$ cat src/hw/rtl/point_set_dedup_defines.svh
// Assertion macros shared by the point_set_dedup RTL.
`ifndef POINT_SET_DEDUP_DEFINES_SVH
`define POINT_SET_DEDUP_DEFINES_SVH

`ifndef ASSERT_OFF
// Check that a condition holds on every rising clock edge out of reset.
`define PSD_ASSERT(lbl, ck, rn, cond, msg) \
    lbl: assert property (@(posedge ck) disable iff (!rn) (cond)) else $error(msg);
// Check that the consequent holds whenever the antecedent holds.
`define PSD_ASSERT_IMP(lbl, ck, rn, ante, cons, msg) \
    lbl: assert property (@(posedge ck) disable iff (!rn) (ante) |-> (cons)) else $error(msg);
`else
`define PSD_ASSERT(lbl, ck, rn, cond, msg)
`define PSD_ASSERT_IMP(lbl, ck, rn, ante, cons, msg)
`endif

`endif

$ cat src/hw/rtl/psd_pkg.sv
// Package for point_set_dedup: constants, payload and chain types, helpers.
`timescale 1ns / 1ps
package psd_pkg;

    localparam int CAPACITY   = 256;
    localparam int COORD_BITS = 16;
    localparam int IN_COORD_W = 16;
    localparam int POS_W      = 8;
    localparam int TOTAL_W    = 9;
    localparam int IDX_W      = (CAPACITY > 1) ? $clog2(CAPACITY) : 1;
    localparam int CNT_W      = $clog2(CAPACITY + 1);

    typedef struct packed {
        logic signed [IN_COORD_W-1:0] point_x;
        logic signed [IN_COORD_W-1:0] point_y;
        logic                         start_set;
    } in_t;

    typedef struct packed {
        logic               is_new;
        logic [POS_W-1:0]   unique_position;
        logic [TOTAL_W-1:0] unique_total;
        logic               overflow;
    } out_t;

    // Query travelling down the cell row.
    typedef struct packed {
        logic                  valid;
        logic                  hit;
        logic                  is_new;
        logic [IDX_W-1:0]      pos;
        logic [COORD_BITS-1:0] x;
        logic [COORD_BITS-1:0] y;
    } query_t;

    // Finished result handed from the controller to the output stage.
    typedef struct packed {
        logic done;
        out_t res;
    } report_t;

    typedef enum logic [1:0] {
        ST_IDLE,
        ST_SEARCH,
        ST_REPORT
    } state_t;

    // Sign-extend an input coordinate to 32 bits, keep the low COORD_BITS.
    function automatic logic [COORD_BITS-1:0] coord_fold(input logic [IN_COORD_W-1:0] c);
        logic [31:0] w;
        w = {{(32 - IN_COORD_W){c[IN_COORD_W-1]}}, c};
        return w[COORD_BITS-1:0];
    endfunction

endpackage

$ cat src/hw/rtl/psd_cell.sv
// One cell of the dedup row: holds one distinct point and passes the query on.
`timescale 1ns / 1ps
module psd_cell import psd_pkg::*;
(
    input  logic             clk,
    input  logic             rst_n,
    input  logic [IDX_W-1:0] idx,
    input  logic [CNT_W-1:0] count,
    input  query_t           q_in,
    output query_t           q_out
);

    logic [COORD_BITS-1:0] entry_x_reg;
    logic [COORD_BITS-1:0] entry_y_reg;
    query_t                q_reg;
    query_t                q_next;
    logic                  match;
    logic                  take;

    always_comb
    begin
        match = q_in.valid && !q_in.hit && (CNT_W'(idx) < count)
                && (entry_x_reg == q_in.x) && (entry_y_reg == q_in.y);
        // first cell past the distinct list claims a point nobody matched
        take  = q_in.valid && !q_in.hit && (CNT_W'(idx) == count);
        q_next = q_in;
        if (match)
        begin
            q_next.hit = 1'b1;
            q_next.pos = idx;
        end
        if (take)
        begin
            q_next.hit    = 1'b1;
            q_next.is_new = 1'b1;
            q_next.pos    = idx;
        end
    end

    always_ff @(posedge clk or negedge rst_n)
    begin
        if (!rst_n)
        begin
            q_reg <= '0;
        end
        else
        begin
            q_reg <= q_next;
        end
    end

    always_ff @(posedge clk)
    begin
        if (take)
        begin
            entry_x_reg <= q_in.x;
            entry_y_reg <= q_in.y;
        end
    end

    assign q_out = q_reg;

endmodule

$ cat config.mk
export PLATFORM = sky130hd
export DESIGN_NAME = psd_cell
export DESIGN_NICKNAME = d
export VERILOG_FILES = /design/src/hw/rtl/point_set_dedup_defines.svh /design/src/hw/rtl/psd_pkg.sv /design/src/hw/rtl/psd_cell.sv
export SDC_FILE = /design/constraint.sdc
export NUM_CORES = 1
export LEC_CHECK = 0
export ABC_AREA = 1
export ABC_CLOCK_PERIOD_IN_PS = 2900
export BUFFER_PORTS_ARGS = -buffer_cell sky130_fd_sc_hd__buf_2
export CAP_MARGIN = 40
export CORE_MARGIN = 2
export CORE_UTILIZATION = 45
export DETAILED_ROUTE_END_ITERATION = 8
export GPL_TIMING_DRIVEN = 0
export MAX_ROUTING_LAYER = met4
export PLACE_DENSITY = 0.74
export SYNTH_ARGS = -nofsm -noshare
export SYNTH_HDL_FRONTEND = slang
export SYNTH_SLANG_ARGS = --single-unit
$ cat constraint.sdc
create_clock -name clk -period 2.9 [get_ports clk]
set_input_delay 0.145 -clock clk [delete_from_list [all_inputs] [get_ports clk]]
set_output_delay 0.145 -clock clk [all_outputs]
set_load 0.005 [all_outputs]
==> metrics.txt <==
area of the core=roughly 6400 um^2; Layout Utilization=around two thirds; worst min path class=input pin to flip-flop; TritonCTS Buffers=9; Starting DRT DRC Count=130; Synth async-reset ratio=a little under three fifths; Pwr Density=approximately 530 nW/um^2; Post-CTS Repair Setup Buffers=0; Mapped Cells=between 200 and 300; RSZ-0062 raised after global routing=no; Avg Inst Size Synth=~11 um^2; VDD IR max=between 300 and 400 uV; clk_skew=10.5 ps; Worst Path Max Fanout=20; DRC Markers=6; leakage power of the design=between 2 and 2.5 nW; dpl hpwl=4390 um; clk slew on worst S/H paths=80 ps; crit path capture type=flip-flop; first-pass GRT wire length=a little under 10000 um; nets=approximately 490; CP Class=input pin to flip-flop; post-synthesis sequential area ratio=between 60% and 70%; fmax=approximately 0.48 GHz; Worst path slowest cell=dlygate4sd3_1; Final min period=about 2100 ps; Final Max Slew Viols=0; IO Count=about 110; final worst path period share=roughly 72%; max FFs per register=43; DRT Wirelength=just over 6000 um; antenna fix cells=0; status=finished, violations left; GP Congestion=0.750; clk_lat worst skew=between 300 and 400 ps; Post-synth EDFFs=32; ANT nets after route=0; CTS HTree Levels=3; failing checks=DRC; Slew headroom=58.7%; routed vias=about 2200; initial antenna violation count=0; syn nets=around 340; #FFs+latches synth=75; max cap viols=0; CP peak stage delay=roughly 560 ps; # port buffers=about 100; Cell Rows=29; vias in the first global route=approximately 2200; worst slew pin tran=slightly above 600 ps; Setup-failing EPs final=0; clock root buffer master=clkbuf_8; Cell Chain, Critical Path=dlygate4sd3_1, buf_2, inv_1, nor2_2, and3_2, nand3_4, buf_6, inv_1, buf_16; WP data required=between 2000 and 3000 ps; endpoints failing hold=0; # fillers=approximately 500; Worst setup SP type=input pin; total track usage=roughly 18%; Fin Setup TNS=0 ps; area grow syn2layout=41.3%; largest net degree at the start of global routing=23; Sink Count=between 70 and 80; Syn Std Cell Area=about 3000 um^2; total grt overflow=0; starting density of the core=46.9%; Via-to-Cell Ratio=about 4.5; Yosys warnings=0; dominant synthesized flop cell=dfrtp_1; Routed WL per cell=12.3 um; layout cells sized above 1=between 30% and 40%; Die Span Y=~86 um; tightest hold margin=around 26 ps; Worst Path Arrival=roughly 2100 ps; full die area=7370 um^2; CTS tree=yes; die width=around 86 um; Netlist cell types=25; Max clock buf depth=2; most used cell, CP=inv_1; DR pass1 iterations=6
-- worst max-delay path: cells and delay by family --
family | cells | cell delay (ps)
buf+inv | 6 | 1590
simple gates | 3 | 400
-- layout by cell type (no fill, tap or decap), types with 2 or more instances in the layout --
cell type      instances
nand3_1                8
and3_2                 2
xor2_1                 3
a21oi_1                2
dfrtp_1               43
nor2_1                21
nor2_2                 3
inv_1                 39
buf_16                 2
dlygate4sd3_1         35
clkinvlp_4             3
inv_2                  2
edfxtp_1              32
nand2_1               81
bufinv_16              2
buf_2                104
xnor2_1               13
clkbuf_8               9
ha_1                   8
-- synthesized netlist by cell type (2+ instances only) --
master | n | area, um^2
nor2_1 | 21 | 78.8
and3_2 | 2 | 15.0
nor2_2 | 3 | 18.8
ha_1 | 8 | 100
xor2_1 | 3 | 26.3
xnor2_1 | 13 | 114
a21oi_1 | 2 | 10.0
nand3_1 | 8 | 40.0
nand2_1 | 81 | 304
inv_2 | 2 | 7.51
edfxtp_1 | 32 | 961
inv_1 | 39 | 146
dfrtp_1 | 43 | 1080
-- routing by layer --
layer  track usage, %  wire length, um  vias up  share of wire [%]
met4             7.36              114        0                1.8
met3             4.81              208       10                3.4
met1             21.3             2670     1041                 43
li1                 -                -     1138                  -
met5                -                0        -                  0
met2             29.8             3210       54                 52
-- cells by family after synthesis --
group	after synthesis	synth area share [%]
flip-flops	75	67.6
AND/OR/NAND/NOR	123	18.1
buffers and inverters	43	5.60
AO/OA/AOI/OAI	4	0.747
adder cells (fa/ha/maj)	8	3.32
XOR/XNOR	16	4.65
-- path summary, 6_finish.rpt --
check                          startpoint              end  slack, ps  depth (start not counted)
setup reg to reg           entry_x_reg[5]        q_out[36]       1420                         11
setup / recovery                 q_in[42]  entry_x_reg[15]        810                          9
hold / removal                     idx[0]        q_out[32]         30                          3
hold reg to reg            entry_x_reg[4]        q_out[41]        880                          7
max in group asynchronous           rst_n        q_out[38]       2070                          3
min in group asynchronous           rst_n        q_out[28]        330                          2
-- stage by stage --
step	cells	total power, mW	setup slack, ps	cell area [um^2]
2_1_floorplan	269	1.23	916	3010
3_3_place_gp	450	1.34	430	3630
3_5_place_dp	452	1.35	758	3690
4_1_cts	503	2.27	852	4260
5_1_grt	503	2.35	724	4260
6_report	503	2.24	807	4260
-- layout make-up --
class | instances | area [um^2] | share of cell area (%)
Clock buffer | 9 | 124 | 2.91
Tap cell | 77 | 96.3 | 2.26
Timing Repair Buffer | 141 | 926 | 21.7
Multi-Input combinational cell | 151 | 808 | 19.0
Buffer | 1 | 11.3 | 0.264
Inverter | 42 | 158 | 3.70
Sequential cell | 75 | 2040 | 47.8
Clock inverter | 7 | 100 | 2.35
-- power breakdown --
group	internal, mW	switching, mW
Sequential	1.14	0.00717
Clock	0.489	0.397
Combinational	0.116	0.0993
-- what timing repair did --
item | in CTS | in global routing
hold buffers | 35 | 0
gates resized for setup | 0 | 0
endpoints found under the hold margin | 55 | 0
No activity file was read; power rests on OpenSTA's default activity.
