--- src/hw/rtl/point_set_dedup_defines.svh ---
// Assertion macros shared by the point_set_dedup RTL.
`ifndef POINT_SET_DEDUP_DEFINES_SVH
`define POINT_SET_DEDUP_DEFINES_SVH

`ifndef ASSERT_OFF
// Check that a condition holds on every rising clock edge out of reset.
`define PSD_ASSERT(lbl, ck, rn, cond, msg) \
    lbl: assert property (@(posedge ck) disable iff (!rn) (cond)) else $error(msg);
// Check that the consequent holds whenever the antecedent holds.
`define PSD_ASSERT_IMP(lbl, ck, rn, ante, cons, msg) \
    lbl: assert property (@(posedge ck) disable iff (!rn) (ante) |-> (cons)) else $error(msg);
`else
`define PSD_ASSERT(lbl, ck, rn, cond, msg)
`define PSD_ASSERT_IMP(lbl, ck, rn, ante, cons, msg)
`endif

`endif

--- src/hw/rtl/psd_pkg.sv ---
// Package for point_set_dedup: constants, payload and chain types, helpers.
`timescale 1ns / 1ps
package psd_pkg;

    localparam int CAPACITY   = 256;
    localparam int COORD_BITS = 16;
    localparam int IN_COORD_W = 16;
    localparam int POS_W      = 8;
    localparam int TOTAL_W    = 9;
    localparam int IDX_W      = (CAPACITY > 1) ? $clog2(CAPACITY) : 1;
    localparam int CNT_W      = $clog2(CAPACITY + 1);

    typedef struct packed {
        logic signed [IN_COORD_W-1:0] point_x;
        logic signed [IN_COORD_W-1:0] point_y;
        logic                         start_set;
    } in_t;

    typedef struct packed {
        logic               is_new;
        logic [POS_W-1:0]   unique_position;
        logic [TOTAL_W-1:0] unique_total;
        logic               overflow;
    } out_t;

    // Query travelling down the cell row.
    typedef struct packed {
        logic                  valid;
        logic                  hit;
        logic                  is_new;
        logic [IDX_W-1:0]      pos;
        logic [COORD_BITS-1:0] x;
        logic [COORD_BITS-1:0] y;
    } query_t;

    // Finished result handed from the controller to the output stage.
    typedef struct packed {
        logic done;
        out_t res;
    } report_t;

    typedef enum logic [1:0] {
        ST_IDLE,
        ST_SEARCH,
        ST_REPORT
    } state_t;

    // Sign-extend an input coordinate to 32 bits, keep the low COORD_BITS.
    function automatic logic [COORD_BITS-1:0] coord_fold(input logic [IN_COORD_W-1:0] c);
        logic [31:0] w;
        w = {{(32 - IN_COORD_W){c[IN_COORD_W-1]}}, c};
        return w[COORD_BITS-1:0];
    endfunction

endpackage

--- src/hw/rtl/psd_ctrl.sv ---
// Controller: set counters, query launch, overflow handling and result build.
`timescale 1ns / 1ps
`include "point_set_dedup_defines.svh"
module psd_ctrl import psd_pkg::*;
(
    input  logic             clk,
    input  logic             rst_n,
    input  logic             point_valid,
    output logic             point_ready,
    input  in_t              point,
    input  logic             pend_free,
    input  query_t           exit_q,
    output query_t           launch,
    output logic [CNT_W-1:0] count,
    output report_t          rpt
);

    state_t           state_reg;
    state_t           state_next;
    logic [CNT_W-1:0] distinct_reg;
    logic [CNT_W-1:0] distinct_next;
    logic [CNT_W-1:0] appended_reg;
    logic [CNT_W-1:0] appended_next;
    query_t           launch_reg;
    query_t           launch_next;
    logic             fire;
    logic [CNT_W-1:0] count_eff;
    logic [CNT_W-1:0] app_eff;
    logic             is_ovf;

    assign fire      = point_valid && point_ready;
    assign count_eff = point.start_set ? '0 : distinct_reg;
    assign app_eff   = point.start_set ? '0 : appended_reg;
    assign is_ovf    = (app_eff == CNT_W'(CAPACITY));

    // next state
    always_comb
    begin
        state_next = state_reg;
        case (state_reg)
            ST_IDLE:
            begin
                if (fire)
                begin
                    state_next = is_ovf ? ST_REPORT : ST_SEARCH;
                end
            end
            ST_SEARCH:
            begin
                if (exit_q.valid)
                begin
                    state_next = ST_IDLE;
                end
            end
            ST_REPORT:
            begin
                state_next = ST_IDLE;
            end
            default:
            begin
                state_next = ST_IDLE;
            end
        endcase
    end

    // counters and launch register
    always_comb
    begin
        distinct_next = distinct_reg;
        appended_next = appended_reg;
        launch_next   = '0;
        if (fire)
        begin
            distinct_next = count_eff;
            if (is_ovf)
            begin
                appended_next = app_eff;
            end
            else
            begin
                appended_next     = app_eff + CNT_W'(1);
                launch_next.valid = 1'b1;
                launch_next.x     = coord_fold(point.point_x);
                launch_next.y     = coord_fold(point.point_y);
            end
        end
        if ((state_reg == ST_SEARCH) && exit_q.valid && exit_q.is_new)
        begin
            distinct_next = distinct_reg + CNT_W'(1);
        end
    end

    // outputs
    always_comb
    begin
        point_ready = (state_reg == ST_IDLE) && pend_free;
        rpt         = '0;
        case (state_reg)
            ST_SEARCH:
            begin
                rpt.done                = exit_q.valid;
                rpt.res.is_new          = exit_q.is_new;
                rpt.res.unique_position = POS_W'(exit_q.pos);
                rpt.res.unique_total    = exit_q.is_new
                                        ? TOTAL_W'(distinct_reg + CNT_W'(1))
                                        : TOTAL_W'(distinct_reg);
            end
            ST_REPORT:
            begin
                rpt.done             = 1'b1;
                rpt.res.overflow     = 1'b1;
                rpt.res.unique_total = TOTAL_W'(distinct_reg);
            end
            default:
            begin
                rpt = '0;
            end
        endcase
    end

    always_ff @(posedge clk or negedge rst_n)
    begin
        if (!rst_n)
        begin
            state_reg    <= ST_IDLE;
            distinct_reg <= '0;
            appended_reg <= '0;
            launch_reg   <= '0;
        end
        else
        begin
            state_reg    <= state_next;
            distinct_reg <= distinct_next;
            appended_reg <= appended_next;
            launch_reg   <= launch_next;
        end
    end

    assign launch = launch_reg;
    assign count  = distinct_reg;

    `PSD_ASSERT(a_cnt_order, clk, rst_n, distinct_reg <= appended_reg, "distinct above appended")
    `PSD_ASSERT_IMP(a_launch_search, clk, rst_n, launch_reg.valid, state_reg == ST_SEARCH, "launch outside search")
    `PSD_ASSERT_IMP(a_exit_hit, clk, rst_n, exit_q.valid, exit_q.hit && (state_reg == ST_SEARCH), "query left row unresolved")

endmodule
--- config.mk ---
export PLATFORM = sky130hd
export DESIGN_NAME = psd_ctrl
export DESIGN_NICKNAME = d
export VERILOG_FILES = /design/src/hw/rtl/psd_pkg.sv /design/src/hw/rtl/psd_ctrl.sv
export VERILOG_INCLUDE_DIRS = /design/src /design/src/hw/rtl
export SDC_FILE = /design/constraint.sdc
export NUM_CORES = 1
export LEC_CHECK = 0
export BUFFER_PORTS_ARGS = -buffer_cell sky130_fd_sc_hd__clkbuf_2
export CELL_PAD_IN_SITES_DETAIL_PLACEMENT = 0
export CELL_PAD_IN_SITES_GLOBAL_PLACEMENT = 1
export CORE_UTILIZATION = 28
export DETAILED_ROUTE_END_ITERATION = 6
export GPL_ROUTABILITY_DRIVEN = 0
export PLACE_DENSITY_LB_ADDON = 0.1
export SYNTH_ARGS = -nofsm -noshare
export SYNTH_HDL_FRONTEND = slang
export SYNTH_SLANG_ARGS = --single-unit
--- constraint.sdc ---
create_clock -name clk -period 2 [get_ports clk]
set_input_delay 0.4 -clock clk [delete_from_list [all_inputs] [get_ports clk]]
set_output_delay 0.4 -clock clk [all_outputs]
set_load 0.005 [all_outputs]
==> key figures <==
CTS
  • Hold_buf cts: 0
  • CTS root buffer: clkbuf_8
  • TritonCTS clock tree: done
  • Worst-skew pair later-pin latency: 300 ps
  • Clk slew on worst S/H paths: 90 ps
  • CTS Buf Count: 5
  • Clock Path Buffers: 2
  • # clock sinks: 53
  • H-tree depth: 2

Floorplanning
  • Core Region: 9150 µm²
  • IO Pins: 153
  • Num rows: 35
  • Die Y: 98.9 µm
  • Die area: 9790 µm²
  • Die Span X: 98.9 µm
  • Initial core utilization: 0.287

Setup path
  • R2R depth: 9
  • Worst Path Arrival: 1800 ps
  • Worst r2r dst: count[3]
  • Launch point of the worst reg-to-reg path: state_reg[0]
  • Setup Crit Path Kind: flip-flop to primary output
  • CP max FO: 3
  • Critical Path RT: 1600 ps
  • Startpoint Class: flip-flop
  • Flop2flop setup slack: 210 ps
  • Crit path launch: state_reg[0]
  • Setup crit end kind: primary output

Detailed routing
  • Post-Route WL: 6520 µm
  • DR WL/cell: 12.7 µm
  • Starting DRT DRC Count: 69
  • DRT antenna net count: 0
  • DR vias/cell: 4.62
  • Met2 WL post-DR: 2860 µm
  • Drt drc: 0
  • M1 WL: 2930 µm
  • Via count: 2381
  • DR pass1 iterations: 4
  • Highest metal used: met4
  • Met3 routed WL: 650 µm

STA
  • Final count of pins violating max slew: 0
  • RSZ-0062 raised after global routing: yes
  • Clock skew: 3.75 ps
  • Fin. Hold Viols: 0
  • Final WS setup: -198 ps
  • F_max: 455 MHz
  • Final Cycle Share: 1.10
  • Final total negative setup slack: -793 ps
  • Final setup fails: 7
  • Fin crit period: 2200 ps

Pwr
  • Leakage: 0.00192 µW
  • P_int: 2310 µW
  • Power share of the clock group: 0.221
  • Switching part of the total power: 0.321
  • Combinational power share: 0.379
  • Power Density: 928 nW/µm²
  • Reg power frac: 0.401
  • Switching pwr: 1090 µW
  • VDD IR max: 0.000485 V

Synthesis
  • Largest family of logic cells by synthesized area: simple AND/OR/NAND/NOR gates
  • Synth Warn #: 0
  • Most frequent cell after synthesis: dfrtp_1
  • Yosys reg bits: 53
  • Area share of fa/ha/maj cells after synthesis: 0.0285
  • Library cells used by synthesis: 40
  • Main flop type after synthesis: dfrtp_1
  • Synth Area in Simple Gates: 0.262
  • Largest area contributor in the netlist: dfrtp_1
  • Syn_area_per_cell: 9.78 µm²
  • Synth area leaders: dfrtp_1 (50%), and2_1 (10%), o21ai_0 (4.6%)
  • EDFF count, synth: 0
  • Synth Area in XOR/XNOR: 0.00333
  • Post-synth ARST share: 1.00
  • Sequential share of the synthesized area: 0.504
  • Yosys top cell area share: 0.504
  • Post-synth top cells: dfrtp_1 (53), and2_1 (44), o21ai_0 (24)
  • Multiplexer share of the synthesized area: 0.0119
  • Synth Instances: 269
  • Cell Area, Synth: 2630 µm²
  • Synth Area in Compound Gates: 0.121

Global routing
  • GRT Util Overall: 0.136
  • Initial antenna violation count: 0
  • Grt ovf: 0
  • Vias in the first global route: 2255
  • Largest net degree at the start of global routing: 54
  • First-pass GRT wire length: 10700 µm

Placement
  • Detail Placement HPWL: 4780 µm
  • Port bufs: 109
  • Dpl ws: 20.5 ps

Cells and area
  • Layout cells sized above 1: 0.413
  • Max reg flops: 33
  • NumNets Final: 489
  • Area Growth Syn to Fin: 39.4%
  • N_diodes: 0

Run status
  • Failing checks: negative setup slack
  • Status: finished with violations

Min path
  • Worst hold path type: input port to async pin

Flow run
  • Number of max-cap violations: 0
## timing repair
| action | CTS | global route |
|---|---|---|
| pin swaps | 6 | 9 |
| endpoints found under the setup margin | 10 | 10 |
| gates resized for setup | 19 | 9 |
| cloned | 0 | 0 |
| hold endpoints to repair | 0 | 0 |
| setup buffers | 6 | 3 |
## layer usage
layer	vias to the layer above	track usage
met5	-	0
met4	0	0.0390
met3	6	0.0454
met2	101	0.214
met1	1096	0.177
li1	1178	-
## logic make-up (layout without fill, tap and decap cells)
logic type      after synthesis  in the layout
compound gates               53             53
fa+ha+maj                     6              6
xor+xnor                      1              1
mux                           3              3
flops                        53             53
simple gates                120            120
buf+inv                      32            158
other cells                   1             10
## per-stage QoR
step	hold slack, ps	cell area, µm²	std cells	utilization	power, µW
after global placement	430	3410	498	0.373	2470
after floorplan	104	2670	278	-	1960
final	77.9	3670	515	0.401	3400
after global routing	111	3670	515	0.401	3650
after detailed placement	427	3410	498	0.373	2480
after CTS	92.7	3620	512	0.396	3430
## worst max-delay path, cell delays in order, from the launching register on
cell and delay, ps:
dfrtp_1 400, inv_2 70, ha_4 260, nand2_2 60
or4b_1 520, nand3_2 80, clkbuf_2 110
## how the worst max path moves through the flow
stage | end | slack [ps]
after global placement | rpt[9] | 20
after detailed placement | rpt[9] | 20
after floorplan | rpt[9] | 30
final | rpt[9] | -200
after global routing | rpt[6] | -280
after CTS | rpt[9] | -210
## power groups by stage
stage / registers [µW] / logic (µW) / clock network (µW)
6_report: 1360 / 1290 / 751
5_1_grt: 1390 / 1440 / 822
4_1_cts: 1360 / 1280 / 787
3_5_place_dp: 1380 / 1100 / 0
3_3_place_gp: 1370 / 1100 / 0
2_1_floorplan: 1370 / 588 / 0
## layout by cell type, fill, tap and decap left out, types with 8 or more instances in the layout
cell type | netlist | layout
o21ai_0 | 24 | 19
nand2_1 | 16 | 15
dfrtp_1 | 53 | 52
nand4_1 | 8 | 8
and2_1 | 44 | 44
clkbuf_2 | 0 | 107
conb_1 | 1 | 10
buf_4 | 10 | 30
nand3_1 | 18 | 17
a21oi_1 | 9 | 8
## cell type report
class	instances	area (µm²)
Clock buffer	7	86.3
Clock inverter	1	30.0
Fill cell	951	5490
Inverter	7	26.3
Multi-Input combinational cell	193	1230
Sequential cell	53	1330
Tap cell	111	139
Timing Repair Buffer	143	825
Note: power is estimated with default switching activity, not from simulation.
